$ cat config.mk
export PLATFORM = sky130hd
export DESIGN_NAME = vlsf_lane
export DESIGN_NICKNAME = d
export VERILOG_FILES = /design/src/vlsf_pkg.sv /design/src/vlsf_lane.sv
export SDC_FILE = /design/constraint.sdc
export NUM_CORES = 1
export LEC_CHECK = 0
export BUFFER_PORTS_ARGS = -buffer_cell sky130_fd_sc_hd__buf_2
export CAP_MARGIN = 20
export CORE_ASPECT_RATIO = 0.6
export CORE_MARGIN = 5
export CORE_UTILIZATION = 55
export DETAILED_ROUTE_END_ITERATION = 8
export PLACE_DENSITY = 0.81
export SKIP_LAST_GASP = 1
export SLEW_MARGIN = 40
export SYNTH_ARGS = -nofsm -noshare
export SYNTH_HDL_FRONTEND = slang
export SYNTH_SLANG_ARGS = --single-unit
$ cat constraint.sdc
create_clock -name clk_i -period 12.9 [get_ports clk_i]
set_clock_uncertainty 0.15 [all_clocks]
set_input_delay 1.29 -clock clk_i [delete_from_list [all_inputs] [get_ports clk_i]]
set_output_delay 1.29 -clock clk_i [all_outputs]
set_load 0.01 [all_outputs]
$ cat src/vlsf_pkg.sv
package vlsf_pkg;

  localparam int unsigned CubeSideDef = 3;
  localparam int unsigned FracBitsDef = 8;
  localparam int unsigned CoordW      = 16;
  localparam int unsigned ChanW       = 8;
  localparam int unsigned RgbW        = 3 * ChanW;
  localparam int unsigned FuncW       = 2;
  localparam int unsigned LedIdxW     = 5;
  localparam int unsigned NumLanes    = 8;
  localparam int unsigned LaneW       = 3;
  localparam logic [LaneW-1:0] LastLane = 3'b111;
  localparam logic [ChanW-1:0] ChanMax  = 8'hFF;
  localparam int unsigned CalcCycles  = 3;

  typedef enum logic [FuncW-1:0] {
    FUNC_ADD_POINT = 2'd0,
    FUNC_ADD_INDEX = 2'd1,
    FUNC_READ      = 2'd2,
    FUNC_CLEAR     = 2'd3
  } func_e;

  typedef enum logic [2:0] {
    ST_IDLE,
    ST_CALC,
    ST_MERGE,
    ST_INDEX,
    ST_CLEAR,
    ST_DONE
  } state_e;

  typedef struct packed {
    logic wr;
    logic clr;
  } store_ctl_t;

endpackage

$ cat src/vlsf_lane.sv
module vlsf_lane import vlsf_pkg::*; #(
  parameter int unsigned CUBE_SIDE = CubeSideDef,
  parameter int unsigned FRAC_BITS = FracBitsDef,
  parameter int unsigned LANE_ID   = 0
) (
  input  logic                                     clk_i,
  input  logic                                     rst_ni,
  input  logic                                     lane_en_i,
  input  logic [CoordW-FRAC_BITS:0]                base_x_i,
  input  logic [CoordW-FRAC_BITS:0]                base_y_i,
  input  logic [CoordW-FRAC_BITS:0]                base_z_i,
  input  logic [FRAC_BITS-1:0]                     frac_x_i,
  input  logic [FRAC_BITS-1:0]                     frac_y_i,
  input  logic [FRAC_BITS-1:0]                     frac_z_i,
  input  logic [RgbW-1:0]                          rgb_i,
  output logic                                     hit_o,
  output logic [$clog2(CUBE_SIDE**3)-1:0]          idx_o,
  output logic [RgbW-1:0]                          part_o
);

  localparam int unsigned AxW  = CoordW - FRAC_BITS + 1;
  localparam int unsigned PosW = AxW + 1;
  localparam int unsigned WtW  = FRAC_BITS + 1;
  localparam int unsigned IdxW = $clog2(CUBE_SIDE**3);
  localparam logic [WtW-1:0] One = WtW'(1) << FRAC_BITS;
  localparam logic OffX = LANE_ID[0];
  localparam logic OffY = LANE_ID[1];
  localparam logic OffZ = LANE_ID[2];

  logic [PosW-1:0]   px, py, pz;
  logic              ok_x, ok_y, ok_z;
  logic [WtW-1:0]    wx, wy, wz;
  logic [2*WtW-1:0]  prod_xy;
  logic [2*WtW-1:0]  prod_w;
  logic [IdxW-1:0]   idx_d;
  logic [ChanW+WtW-1:0] prod_c [3];

  logic              hit1_q, hit2_q, hit3_q;
  logic [IdxW-1:0]   idx1_q, idx2_q, idx3_q;
  logic [WtW-1:0]    wxy_q, wz_q, w_q;
  logic [RgbW-1:0]   part_d, part_q;

  function automatic logic [WtW-1:0] axis_wt(input logic off, input logic [FRAC_BITS-1:0] f);
    logic [WtW-1:0] fe;
    fe = {1'b0, f};
    return off ? fe : One - fe;
  endfunction

  always_comb begin
    px = {1'b0, base_x_i} + PosW'(OffX);
    py = {1'b0, base_y_i} + PosW'(OffY);
    pz = {1'b0, base_z_i} + PosW'(OffZ);
    ok_x = (px >= PosW'(1)) && (px <= PosW'(CUBE_SIDE));
    ok_y = (py >= PosW'(1)) && (py <= PosW'(CUBE_SIDE));
    ok_z = (pz >= PosW'(1)) && (pz <= PosW'(CUBE_SIDE));
    wx = axis_wt(OffX, frac_x_i);
    wy = axis_wt(OffY, frac_y_i);
    wz = axis_wt(OffZ, frac_z_i);
    prod_xy = wx * wy;
    // only meaningful when all axes are in range
    idx_d = IdxW'(px - PosW'(1))
          + IdxW'(CUBE_SIDE) * IdxW'(py - PosW'(1))
          + IdxW'(CUBE_SIDE * CUBE_SIDE) * IdxW'(pz - PosW'(1));
    prod_w = wxy_q * wz_q;
  end

  always_comb begin
    for (int c = 0; c < 3; c++) begin
      prod_c[c] = rgb_i[c*ChanW +: ChanW] * w_q;
      part_d[c*ChanW +: ChanW] = prod_c[c][FRAC_BITS +: ChanW];
    end
  end

  always_ff @(posedge clk_i or negedge rst_ni) begin
    if (!rst_ni) begin
      hit1_q <= 1'b0;
      hit2_q <= 1'b0;
      hit3_q <= 1'b0;
    end else begin
      hit1_q <= lane_en_i && ok_x && ok_y && ok_z;
      hit2_q <= hit1_q;
      hit3_q <= hit2_q;
    end
  end

  always_ff @(posedge clk_i) begin
    idx1_q <= idx_d;
    wxy_q  <= WtW'(prod_xy >> FRAC_BITS);
    wz_q   <= wz;
    idx2_q <= idx1_q;
    w_q    <= WtW'(prod_w >> FRAC_BITS);
    idx3_q <= idx2_q;
    part_q <= part_d;
  end

  assign hit_o  = hit3_q;
  assign idx_o  = idx3_q;
  assign part_o = part_q;

endmodule

==> metrics <==
Initial Utilization=56.3%; first-pass GRT wire length=51,000 um; RSZ-0062 raised after global routing=false; most used cell along the critical path=fa_1; Max Cap Violations=0; count leader, synth=inv_1; delay-heaviest family, CP=adder cells; CP bufs+invs=4; total wire length=29,000 um; ratio of cells with drive above 1 in the final layout=9.00%; total global routing overflow=0; Critical Path, Cell by Cell=buf_2 -> or4_4 -> nor4_1 -> xnor2_1 -> nand2_1 -> fa_1 -> inv_1 -> fa_1 -> inv_1 -> fa_1 -> fa_1 -> inv_1 -> ha_1 -> o21ai_0 -> a21oi_1 -> nand3_1 -> a21boi_0 -> a311oi_1 -> xnor2_1; worst hold path class=reg -> reg; commonest cells in the synthesized netlist=290 x inv_1, 223 x fa_1, 207 x nand2_1, 179 x ha_1, 130 x and2_1; critical path launch point type=input pin; total global-route track usage=22.7%; Design Area, Final=14,200 um^2; fin crit period=6.77 ns; routed length per placed instance=15.5 um; nets@finish=2,031; post-synthesis cell type count=51; final cycle utilization of the critical path=52.5%; DP HPWL=23,900 um; Setup WS pre-CTS=5.81 ns; antenna violations before repair=3; Setup CP Type=in -> reg; VDD IR max=0.000225 V; PwrDens=278 nW/um^2; async set-reset flop share out of synthesis=4.35%; routed vias=9,893; element type at the critical path end=flip-flop; Max-slew headroom=40.3%; row count=43; DRC=0; die area=27,100 um^2; DR pass1 iterations=6; Synth area leaders=fa_1 34%, ha_1 17%, dfxtp_1 10%; routed vias/inst=5.28; worst skew pair latency=0.36 ns; Layout area overhead=8.53%; Die X=209 um; CP max FO=6; Yosys warning count=0; status=complete, no violations; Setup Viol. Count Final=0; count of pins over their slew limit=0; synthesized flop and latch total=69; Placer Congestion=0.974; synthesized instance count=1,472; placement-stage cell area=13,900 um^2; Main synth FF type=dfxtp_1; # IOs=108; fmax=148 MHz; clk buf depth=2; core footprint=23,300 um^2; number of global-route vias before repair=10,723; Clock Pin Slew Worst Setup and Hold Paths=0.06 ns; Final Hold Viols=0; CP required=12.99 ns; Worst-Margin Slew=0.892 ns; setup bufs post-CTS=0; post_cts resized=0; area leader, netlist=fa_1; PortBufs=107; Num Clock Sinks=69; Post-synth EDFFs=0; slowest stage delay, CP=0.57 ns; Mapped Avg Cell Area=8.91 um^2; # H-tree levels=3; TritonCTS buffer count=9; initial DRC count=655; largest net degree at the start of global routing=25; worst setup margin=6.13 ns; R2R Setup Slk=7.45 ns; Seq/Total Area, Yosys=10.6%; antenna viol nets, final=0; CTS tree=done; Die H=130 um; area share of the largest cell type after synthesis=34.0%; setup TNS=0 ns; post-cts hold buffer count=0; Crit path arrival time=6.86 ns; clock root cell=clkbuf_16; Critical-path top delay cell=a21boi_0; mapped cell area=13,100 um^2; Static Leakage=7.58 nW; net count after synthesis=1,952
==> logic make-up after synthesis <==
| group | Yosys count | share of synthesized area (%) |
|---|---|---|
| simple gates | 488 | 18.1 |
| fa+ha+maj | 402 | 51.1 |
| buf+inv | 335 | 9.60 |
| xor+xnor | 99 | 6.61 |
| compound gates | 79 | 3.95 |
| flops | 69 | 10.6 |
==> power breakdown <==
part	switching, mW	total, mW	internal (mW)
Combinational	1.81	3.27	1.46
Sequential	0.0955	0.425	0.329
Clock	0.111	0.261	0.150
Total	2.02	3.96	1.94
==> sequential cells by signal, indices dropped and copies added, names as in the netlist, 5 cells and up <==
register,count
wz_q,9
idx2_q,5
wxy_q,9
w_q,9
idx1_q,5
part_o,24
idx_o,5
==> cell usage in the layout (no fill, tap or decap), types with 3 or more instances in the layout <==
cell | synthesis | routed
a211oi_1 | 3 | 3
a21o_1 | 6 | 6
a21oi_1 | 22 | 22
a221o_1 | 3 | 3
a31oi_1 | 5 | 5
and2_1 | 130 | 130
and3_1 | 3 | 3
and4_1 | 4 | 4
buf_2 | 1 | 107
buf_4 | 0 | 6
clkbuf_16 | 0 | 10
dfrtp_1 | 3 | 3
dfxtp_1 | 66 | 64
fa_1 | 223 | 223
ha_1 | 179 | 179
inv_1 | 290 | 290
inv_6 | 0 | 3
nand2_1 | 207 | 207
nand2b_1 | 7 | 7
nand3_1 | 7 | 7
nand4_1 | 6 | 6
nand4b_1 | 5 | 5
nor2_1 | 75 | 75
nor2b_1 | 4 | 4
nor3_1 | 15 | 15
nor4_1 | 11 | 11
o21ai_0 | 18 | 18
o21bai_1 | 3 | 3
o41ai_1 | 3 | 3
xnor2_1 | 75 | 74
xor2_1 | 24 | 24
==> area by class of cell <==
type / count / area (um^2)
multi-input combinational: 1068 / 10500
fill: 1949 / 9060
sequential: 69 / 1400
inverter: 290 / 1090
timing repair buffer: 113 / 581
tap: 315 / 394
clock buffer: 12 / 268
clock inverter: 4 / 33.8
antenna: 1 / 2.50
==> worst paths after layout <==
| check | cells after the start | to | start |
|---|---|---|---|
| worst max-delay path | 19 | wxy_q[8] | frac_x_i[3] |
| worst min register to register | 0 | idx_o[3] | idx2_q[3] |
| worst max register to register | 13 | part_o[15] | w_q[0] |
| worst min-delay path | 0 | idx_o[3] | idx2_q[3] |
| max in group asynchronous | 1 | hit_o | rst_ni |
| min in group asynchronous | 1 | hit1_q | rst_ni |
==> per-layer routing <==
layer	global-route usage (%)	up-vias	wire length, um
li1	-	4648	-
met1	33.0	4885	13700
met2	35.3	315	12800
met3	5.44	41	2160
met4	4.37	4	367
met5	0	-	23
==> metrics by stage <==
step / hold slack, ns / power, mW / util (%) / instances
detailed placement: 0.165 / 3.67 / 59.8 / 1855
CTS: 0.173 / 3.97 / 61.1 / 1871
finish: 0.172 / 3.96 / 61.1 / 1872
global placement: 0.161 / 3.53 / 59.8 / 1855
floorplan: 0.160 / 2.95 / - / 1472
global route: 0.182 / 4.54 / 61.1 / 1872
==> worst reg2reg max path: stages, from the launching register on <==
cell and delay (ns):
dfxtp_1 0.84, nand2_1 0.18, fa_1 0.56, fa_1 0.55, inv_1 0.06, fa_1 0.50
fa_1 0.49, ha_1 0.32, and2_1 0.19, a221o_1 0.33, a221oi_2 0.44, o21ai_1 0.23
o41ai_1 0.40, xnor2_1 0.16
No activity file was read; power rests on OpenSTA's default activity.
