==> src/vlsf_pkg.sv <==
package vlsf_pkg;

  localparam int unsigned CubeSideDef = 3;
  localparam int unsigned FracBitsDef = 8;
  localparam int unsigned CoordW      = 16;
  localparam int unsigned ChanW       = 8;
  localparam int unsigned RgbW        = 3 * ChanW;
  localparam int unsigned FuncW       = 2;
  localparam int unsigned LedIdxW     = 5;
  localparam int unsigned NumLanes    = 8;
  localparam int unsigned LaneW       = 3;
  localparam logic [LaneW-1:0] LastLane = 3'b111;
  localparam logic [ChanW-1:0] ChanMax  = 8'hFF;
  localparam int unsigned CalcCycles  = 3;

  typedef enum logic [FuncW-1:0] {
    FUNC_ADD_POINT = 2'd0,
    FUNC_ADD_INDEX = 2'd1,
    FUNC_READ      = 2'd2,
    FUNC_CLEAR     = 2'd3
  } func_e;

  typedef enum logic [2:0] {
    ST_IDLE,
    ST_CALC,
    ST_MERGE,
    ST_INDEX,
    ST_CLEAR,
    ST_DONE
  } state_e;

  typedef struct packed {
    logic wr;
    logic clr;
  } store_ctl_t;

endpackage

==> src/vlsf_store.sv <==
module vlsf_store import vlsf_pkg::*; #(
  parameter int unsigned CUBE_SIDE = CubeSideDef
) (
  input  logic                              clk_i,
  input  logic                              rst_ni,
  input  store_ctl_t                        ctl_i,
  input  logic [$clog2(CUBE_SIDE**3)-1:0]   addr_i,
  input  logic [RgbW-1:0]                   add_i,
  output logic [RgbW-1:0]                   rd_data_o
);

  localparam int unsigned LedCount = CUBE_SIDE**3;

  logic [RgbW-1:0] frame_q [LedCount];
  logic [RgbW-1:0] sum_d;

  function automatic logic [ChanW-1:0] sat_add(input logic [ChanW-1:0] a,
                                               input logic [ChanW-1:0] b);
    logic [ChanW:0] s;
    s = {1'b0, a} + {1'b0, b};
    return s[ChanW] ? ChanMax : s[ChanW-1:0];
  endfunction

  assign rd_data_o = frame_q[addr_i];

  always_comb begin
    for (int c = 0; c < 3; c++) begin
      sum_d[c*ChanW +: ChanW] = sat_add(rd_data_o[c*ChanW +: ChanW], add_i[c*ChanW +: ChanW]);
    end
  end

  always_ff @(posedge clk_i or negedge rst_ni) begin
    if (!rst_ni) begin
      for (int i = 0; i < LedCount; i++) begin
        frame_q[i] <= '0;
      end
    end else if (ctl_i.clr) begin
      for (int i = 0; i < LedCount; i++) begin
        frame_q[i] <= '0;
      end
    end else if (ctl_i.wr) begin
      frame_q[addr_i] <= sum_d;
    end
  end

endmodule

==> config.mk <==
export PLATFORM = sky130hd
export DESIGN_NAME = vlsf_store
export DESIGN_NICKNAME = d
export VERILOG_FILES = /design/src/vlsf_pkg.sv /design/src/vlsf_store.sv
export SDC_FILE = /design/constraint.sdc
export NUM_CORES = 1
export LEC_CHECK = 0
export BUFFER_PORTS_ARGS = -buffer_cell sky130_fd_sc_hd__buf_2
export CAP_MARGIN = 40
export CORE_ASPECT_RATIO = 0.6
export CORE_MARGIN = 4
export CORE_UTILIZATION = 45
export CTS_CLUSTER_DIAMETER = 200
export DETAILED_ROUTE_END_ITERATION = 8
export PLACE_DENSITY = 0.64
export SLEW_MARGIN = 20
export SYNTH_ARGS = -nofsm -noshare
export SYNTH_HDL_FRONTEND = slang
export SYNTH_SLANG_ARGS = --single-unit
==> constraint.sdc <==
create_clock -name clk_i -period 4.21 [get_ports clk_i]
set_input_delay 0.6315 -clock clk_i [delete_from_list [all_inputs] [get_ports clk_i]]
set_output_delay 0.6315 -clock clk_i [all_outputs]
set_load 0.05 [all_outputs]
==> flow_summary.json, run 1 <==
{
  "max_slew.worst_pin.slew_ns": 0.8973,
  "grt_max_degree": 119,
  "rrSetupSlack_ns": 0.25,
  "initialDrtViolationCount": 2904,
  "max-cap-violations": 0,
  "cts_root_buf": "clkbuf_16",
  "numCtsBuffers": 58,
  "fin_area_um2": 35130,
  "path_class": "input pin to register",
  "antenna_found_initial": 2,
  "post_cts_buffers": 0,
  "grt_util_met1": 0.4255,
  "die_x_um": 342.8,
  "wire_per_inst_um": 27.38,
  "final_nets": 2818,
  "startpoint": "addr_i[0]",
  "finalSetupViolCount": 0,
  "async_reset_ff_frac": 1.000,
  "final_layout_size_suffix_gt1_frac": 0.2158,
  "rsz0062_at_grt": "false",
  "worst_setup_path_end_kind": "register",
  "p_per_area_nw_per_um2": 389.4,
  "start_kind": "input pin",
  "io_buffers": 56,
  "area_growth_pct": 16.13,
  "leakagePower_nw": 15.69,
  "final_common_cell": "dfrtp_1",
  "synthesis.nets": 2716,
  "grt_use_met3": 0.08633,
  "synth_cells": 2656,
  "gr-total-overflow": 0,
  "start_util": 0.4556,
  "grt_pass1_vias": 24190,
  "dp_hpwl_um": 69100,
  "clockBufferDepth": 3,
  "yosys_warnings": 0,
  "avgSynthCellArea_um2": 11.39,
  "gp_congestion": 0.9708,
  "ys_ff_latch": 648,
  "vias": 23840,
  "power_mw": 13.68,
  "max_stage_delay_ns": 0.63,
  "seq_area_frac_synth": 0.5360,
  "clock-sinks": 648,
  "grt.busiest_layer": "met1",
  "cp_top_family": "compound AO/OA/AOI/OAI gates",
  "placed_cell_area_um2": 32930,
  "pin_count": 57,
  "ant_nets": 0,
  "dr.pass1.iters": 6,
  "synth-edff-count": 0,
  "grt.total_usage": 0.2831,
  "crit_chain": "buf_8 -> buf_12 -> mux4_2 -> nand2_1 -> a21oi_1 -> or4_1 -> ha_1 -> a211oi_1 -> nor3_1 -> o31a_1 -> o21ai_2 -> buf_12 -> a22o_1",
  "nFillCells": 5674,
  "relSlewSlack": 0.4004,
  "die_area_um2": 71580,
  "grt_pass1_wl_um": 154700,
  "ir_worst_vdd_uv": 312.6,
  "die_h_um": 208.9,
  "cpMostUsedCell": "buf_12",
  "clock_skew_ns": 0.01697,
  "required_ns": 4.76,
  "crit_fanout": 20,
  "timing.rr.end": "frame_q[335]",
  "slew_viol_final": 0,
  "worstSkewPairLatency_ns": 0.62,
  "routed_wl_um": 101500,
  "finalHoldViolCount": 0,
  "fmax_ghz": 0.2495,
  "use_met2": 0.3965,
  "critical_path_arrival_ns": 4.56,
  "crit_buf_inv": 3,
  "worstRegToRegCells": 12,
  "core_area_um2": 66400,
  "min_period_over_period": 0.9520,
  "cts_resized": 0,
  "drc_errors": 0,
  "status": "finished, final reports clean",
  "path_depth": 13,
  "vias_per_cell": 6.431,
  "worst_hold_slack_ns": 0.4764,
  "synth.distinct_cells": 76,
  "final_cell_mix": "648 x dfrtp_1, 498 x nand2_1, 419 x o21ai_0",
  "layout_min_cycle_time_ns": 4.008,
  "htree_levels": 2,
  "cts_tree": "built",
  "cp_slowest_cell": "or4_1",
  "reg2reg_from": "frame_q[377]",
  "cts.reportedPaths.clkPinSlew_ns": 0.06,
  "synth_area_um2": 30260,
  "ctsHoldBuffers": 0,
  "reg.largest.list": "frame_q: 648 flops",
  "hold_path_class": "input pin to async pin",
  "largest_register_ffs": 648,
  "synthFlopType": "dfrtp_1",
  "endpoint": "frame_q[335]",
  "largest_register": "frame_q",
  "rows": 73
}
## how the worst min path moves through the flow
| stage | from | endpoint | slack [ns] | cells past startpoint |
|---|---|---|---|---|
| 5_1_grt | rst_ni | frame_q[438] | 0.48 | 2 |
| 4_1_cts | rst_ni | frame_q[318] | 0.16 | 1 |
| 3_5_place_dp | frame_q[184] | frame_q[184] | 0.47 | 2 |
| 3_3_place_gp | frame_q[568] | frame_q[568] | 0.45 | 2 |
| 2_1_floorplan | rst_ni | frame_q[0] | 0.34 | 0 |
| 6_report | rst_ni | frame_q[438] | 0.48 | 2 |
## worst register-to-register path: stages (launching register included)
cell      delay, ns
dfrtp_1        0.38
mux4_2         0.48
nor2_1         0.11
a211oi_1       0.09
buf_4          0.19
or4_1          0.58
ha_1           0.35
a211oi_1       0.51
nor3_1         0.19
o31a_1         0.35
o21ai_2        0.28
buf_12         0.20
a22o_1         0.17
## area by class of cell
| class | count | area, um2 | area share |
|---|---|---|---|
| clock inverter | 22 | 346.6 | 0.009864 |
| inverter | 13 | 48.80 | 0.001389 |
| multi-input combinational | 1770 | 13050 | 0.3714 |
| antenna | 2 | 5.005 | 0.0001424 |
| clock buffer | 84 | 1743 | 0.04961 |
| timing repair buffer | 267 | 2600 | 0.07400 |
| tap | 900 | 1126 | 0.03205 |
| sequential | 648 | 16220 | 0.4615 |
## power by group
group / internal, mW / leakage, nW / switching (mW)
clock network: 3.42 / 1.02 / 2.46
registers: 6.28 / 9.04 / 0.0295
logic: 0.456 / 5.62 / 1.04
total: 10.1 / 15.7 / 3.53
## metrics by stage
stage | util | worst slack [ns] | setup TNS, ns | std cells
2_1_floorplan | - | -0.008228 | -0.1465 | 2656
3_3_place_gp | 0.4930 | -0.2325 | -16.31 | 3579
3_5_place_dp | 0.4959 | -0.2617 | -34.60 | 3588
4_1_cts | 0.5273 | 0.3836 | 0 | 3694
5_1_grt | 0.5291 | 0.1260 | 0 | 3706
6_report | 0.5291 | 0.2019 | 0 | 3706
## synthesized netlist by cell type, types with 4 or more instances
library cell | n | share of area
a211o_1 | 6 | 0.0017
and3_1 | 5 | 0.0010
dfrtp_1 | 648 | 0.54
mux4_2 | 136 | 0.10
o21ai_0 | 423 | 0.070
a221oi_1 | 5 | 0.0014
clkbuf_1 | 100 | 0.012
buf_6 | 9 | 0.0033
nor3_1 | 11 | 0.0018
a211oi_1 | 11 | 0.0027
nor2_1 | 41 | 0.0051
nand3b_1 | 5 | 0.0012
nand2_1 | 498 | 0.062
a22o_1 | 237 | 0.069
nor2_2 | 27 | 0.0056
nand3_1 | 14 | 0.0023
buf_4 | 18 | 0.0045
a21oi_2 | 10 | 0.0029
buf_1 | 4 | 0.00050
o22ai_1 | 20 | 0.0041
ha_1 | 24 | 0.0099
mux2i_1 | 70 | 0.023
nand2b_1 | 9 | 0.0019
o211ai_1 | 32 | 0.0079
o21ai_1 | 16 | 0.0026
a31o_2 | 10 | 0.0029
a21oi_1 | 53 | 0.0088
a21o_1 | 8 | 0.0020
o221ai_1 | 4 | 0.0012
a31oi_1 | 4 | 0.00083
nor2_4 | 9 | 0.0033
mux2_2 | 4 | 0.0015
nor2b_1 | 12 | 0.0025
mux4_1 | 7 | 0.0061
buf_2 | 91 | 0.015
inv_1 | 11 | 0.0014
## kinds of logic (layout without fill, tap and decap cells)
logic type / after synthesis / count (layout) / share of synthesized area
DFF: 648 / 648 / 0.5360
other: 0 / 2 / 0
buffers and inverters: 238 / 386 / 0.03937
muxes: 217 / 217 / 0.1320
and+or+nand+nor: 657 / 657 / 0.09404
xor gates and xnor gates: 2 / 2 / 0.0005791
AOI/OAI and AO/OA: 867 / 867 / 0.1862
adders and majority gates: 27 / 27 / 0.01191
## routing by layer
metal,vias up,part of all wire
li1,9907,-
met1,12340,0.43
met2,1395,0.42
met3,189,0.12
met4,0,0.028
met5,-,0
Power figures use the tool's default switching activity.
==> run 2: changes to the inputs <==
Settings changed: CORE_ASPECT_RATIO 0.6 to 1.75, REMOVE_ABC_BUFFERS from default to 1.
==> run 2 against run 1 <==
Sequential cell count unchanged. Global-route usage up 0.56 points. Clock-buffer cell count down 6. First-iteration DRC count down 23%. Fmax up 4.7%. Sequential share of layout area down 0.074 points. Combinational power about the same. Die area about the same. Largest cell class unchanged. Utilization about the same. Sequential power about the same. Highest routed layer unchanged. Cell area up 0.16%.
==> flow_summary.json, run 2 (synthesized netlist as in run 1, its figures left out) <==
{
  "status": "finished, final reports clean",
  "dp_cells": 3619,
  "final_cell_mix": "648 x dfrtp_1, 498 x nand2_1, 422 x o21ai_0",
  "largest_register": "frame_q",
  "start_kind": "input pin",
  "initialDrtViolationCount": 2247,
  "gp_congestion": 0.9540,
  "core_area_um2": 66470,
  "finish.utilization": 0.5294,
  "ant_nets": 0,
  "max-cap-violations": 0,
  "fin_ws_ns": 0.3829,
  "ir_worst_vdd_uv": 306.2,
  "finalSetupViolCount": 0,
  "die_area_um2": 71610,
  "worst_setup_path_end_kind": "register",
  "relSlewSlack": 0.3924,
  "clock-sinks": 648,
  "reg.largest.list": "frame_q: 648 flops",
  "p_per_area_nw_per_um2": 376.9,
  "largest_register_ffs": 648,
  "die_h_um": 351.0,
  "leakagePower_nw": 15.79,
  "antenna_found_initial": 2,
  "gr-total-overflow": 0,
  "worst_hold_slack_ns": 0.03099,
  "area_growth_pct": 16.31,
  "worstSkewPairLatency_ns": 0.63,
  "final_layout_size_suffix_gt1_frac": 0.2246,
  "min_period_over_period": 0.9091,
  "grt_pass1_wl_um": 156800,
  "required_ns": 4.67,
  "grt_max_degree": 97,
  "max_slew.worst_pin.slew_ns": 0.9114,
  "multiInputGateArea_um2": 12990,
  "dr.pass1.iters": 5,
  "dp_hpwl_um": 69780,
  "numCtsBuffers": 57,
  "dp_slack_ns": -0.1978,
  "stdcell_count": 3732,
  "critical_path_arrival_ns": 4.29,
  "crit_fanout": 20,
  "cts_root_buf": "clkbuf_16",
  "regArea_um2": 16220,
  "rows": 125,
  "rsz0062_at_grt": "false",
  "final_common_cell": "dfrtp_1",
  "fmax_ghz": 0.2613,
  "cts_resized": 0,
  "cts_tree": "built",
  "grt.total_usage": 0.2887,
  "vias": 23670,
  "io_buffers": 56,
  "start_util": 0.4552,
  "hold_path_class": "input pin to async pin",
  "pin_count": 57,
  "finalHoldViolCount": 0,
  "max_stage_delay_ns": 0.59,
  "clockBufferDepth": 3,
  "die_x_um": 204.0,
  "htree_levels": 2,
  "wire_per_inst_um": 27.55,
  "vias_per_cell": 6.344,
  "crit_chain": "clkbuf_8 -> buf_12 -> buf_12 -> mux2i_1 -> nor2_1 -> a21oi_1 -> a211oi_1 -> buf_4 -> nor4_1 -> fa_1 -> nand2b_1 -> a21oi_1 -> mux2_2 -> nor2_2 -> buf_4 -> o21ai_0",
  "drc_errors": 0,
  "layout_min_cycle_time_ns": 3.827,
  "nFillCells": 5643,
  "ctsHoldBuffers": 0,
  "cts.reportedPaths.clkPinSlew_ns": 0.07,
  "grt_pass1_vias": 25160,
  "path_class": "input pin to register",
  "post_cts_buffers": 0,
  "routed_wl_um": 102800,
  "slew_viol_final": 0,
  "cp_slowest_cell": "a211oi_1",
  "final_nets": 2854,
  "clock_skew_ns": 0.01338
}
[run 2: power breakdown]
group          switching (mW)  internal [mW]  total (mW)  leakage (nW)
clock                    2.43           3.04        5.47         0.964
combinational            1.02          0.468        1.49          5.79
sequential             0.0293           6.28        6.31          9.04
total                    3.48           9.78        13.3          15.8
[run 2: metrics by stage]
stage	power [mW]	setup TNS [ns]	cell area (um2)
after floorplan	6.932	-302.19	29110
after global placement	7.851	-23.24	33060
after detailed placement	7.887	-23.54	33170
after CTS	13.30	0	35110
after global routing	13.64	0	35190
final	13.26	0	35190
[run 2: worst max-delay path: cells and delay by family]
| kind | cells | cell delay, ns |
|---|---|---|
| compound gates | 4 | 1.06 |
| simple gates | 4 | 0.50 |
| buf+inv | 5 | 1.04 |
| fa+ha+maj | 1 | 0.43 |
| mux | 2 | 0.54 |
[run 2: final cells by class]
type | count | area share
Timing Repair Buffer | 304 | 0.08195
Inverter | 13 | 0.001387
Tap cell | 889 | 0.03161
Multi-Input combinational cell | 1770 | 0.3690
Sequential cell | 648 | 0.4608
Antenna cell | 2 | 0.0001422
Clock inverter | 28 | 0.007431
Clock buffer | 78 | 0.04768
[run 2: final timing paths]
path | slack [ns] | depth (start not counted) | endpoint | from
hold / removal | 0.03 | 1 | frame_q[554] | rst_ni
max in group asynchronous | 3.09 | 2 | frame_q[542] | rst_ni
hold reg to reg | 0.48 | 2 | frame_q[165] | frame_q[165]
min in group clk_i | 0.48 | 2 | frame_q[165] | frame_q[165]
setup reg to reg | 0.52 | 14 | frame_q[559] | frame_q[576]
setup / recovery | 0.38 | 16 | frame_q[284] | addr_i[1]
[run 2: metal layers]
layer / share of wire / wire [um] / up-vias / GRT usage
li1: - / - / 9975 / -
met1: 0.35 / 35500 / 12020 / 0.3390
met2: 0.49 / 50840 / 1288 / 0.4824
met3: 0.074 / 7605 / 392 / 0.04491
met4: 0.086 / 8881 / 0 / 0.2080
met5: 0 / 0 / - / 0
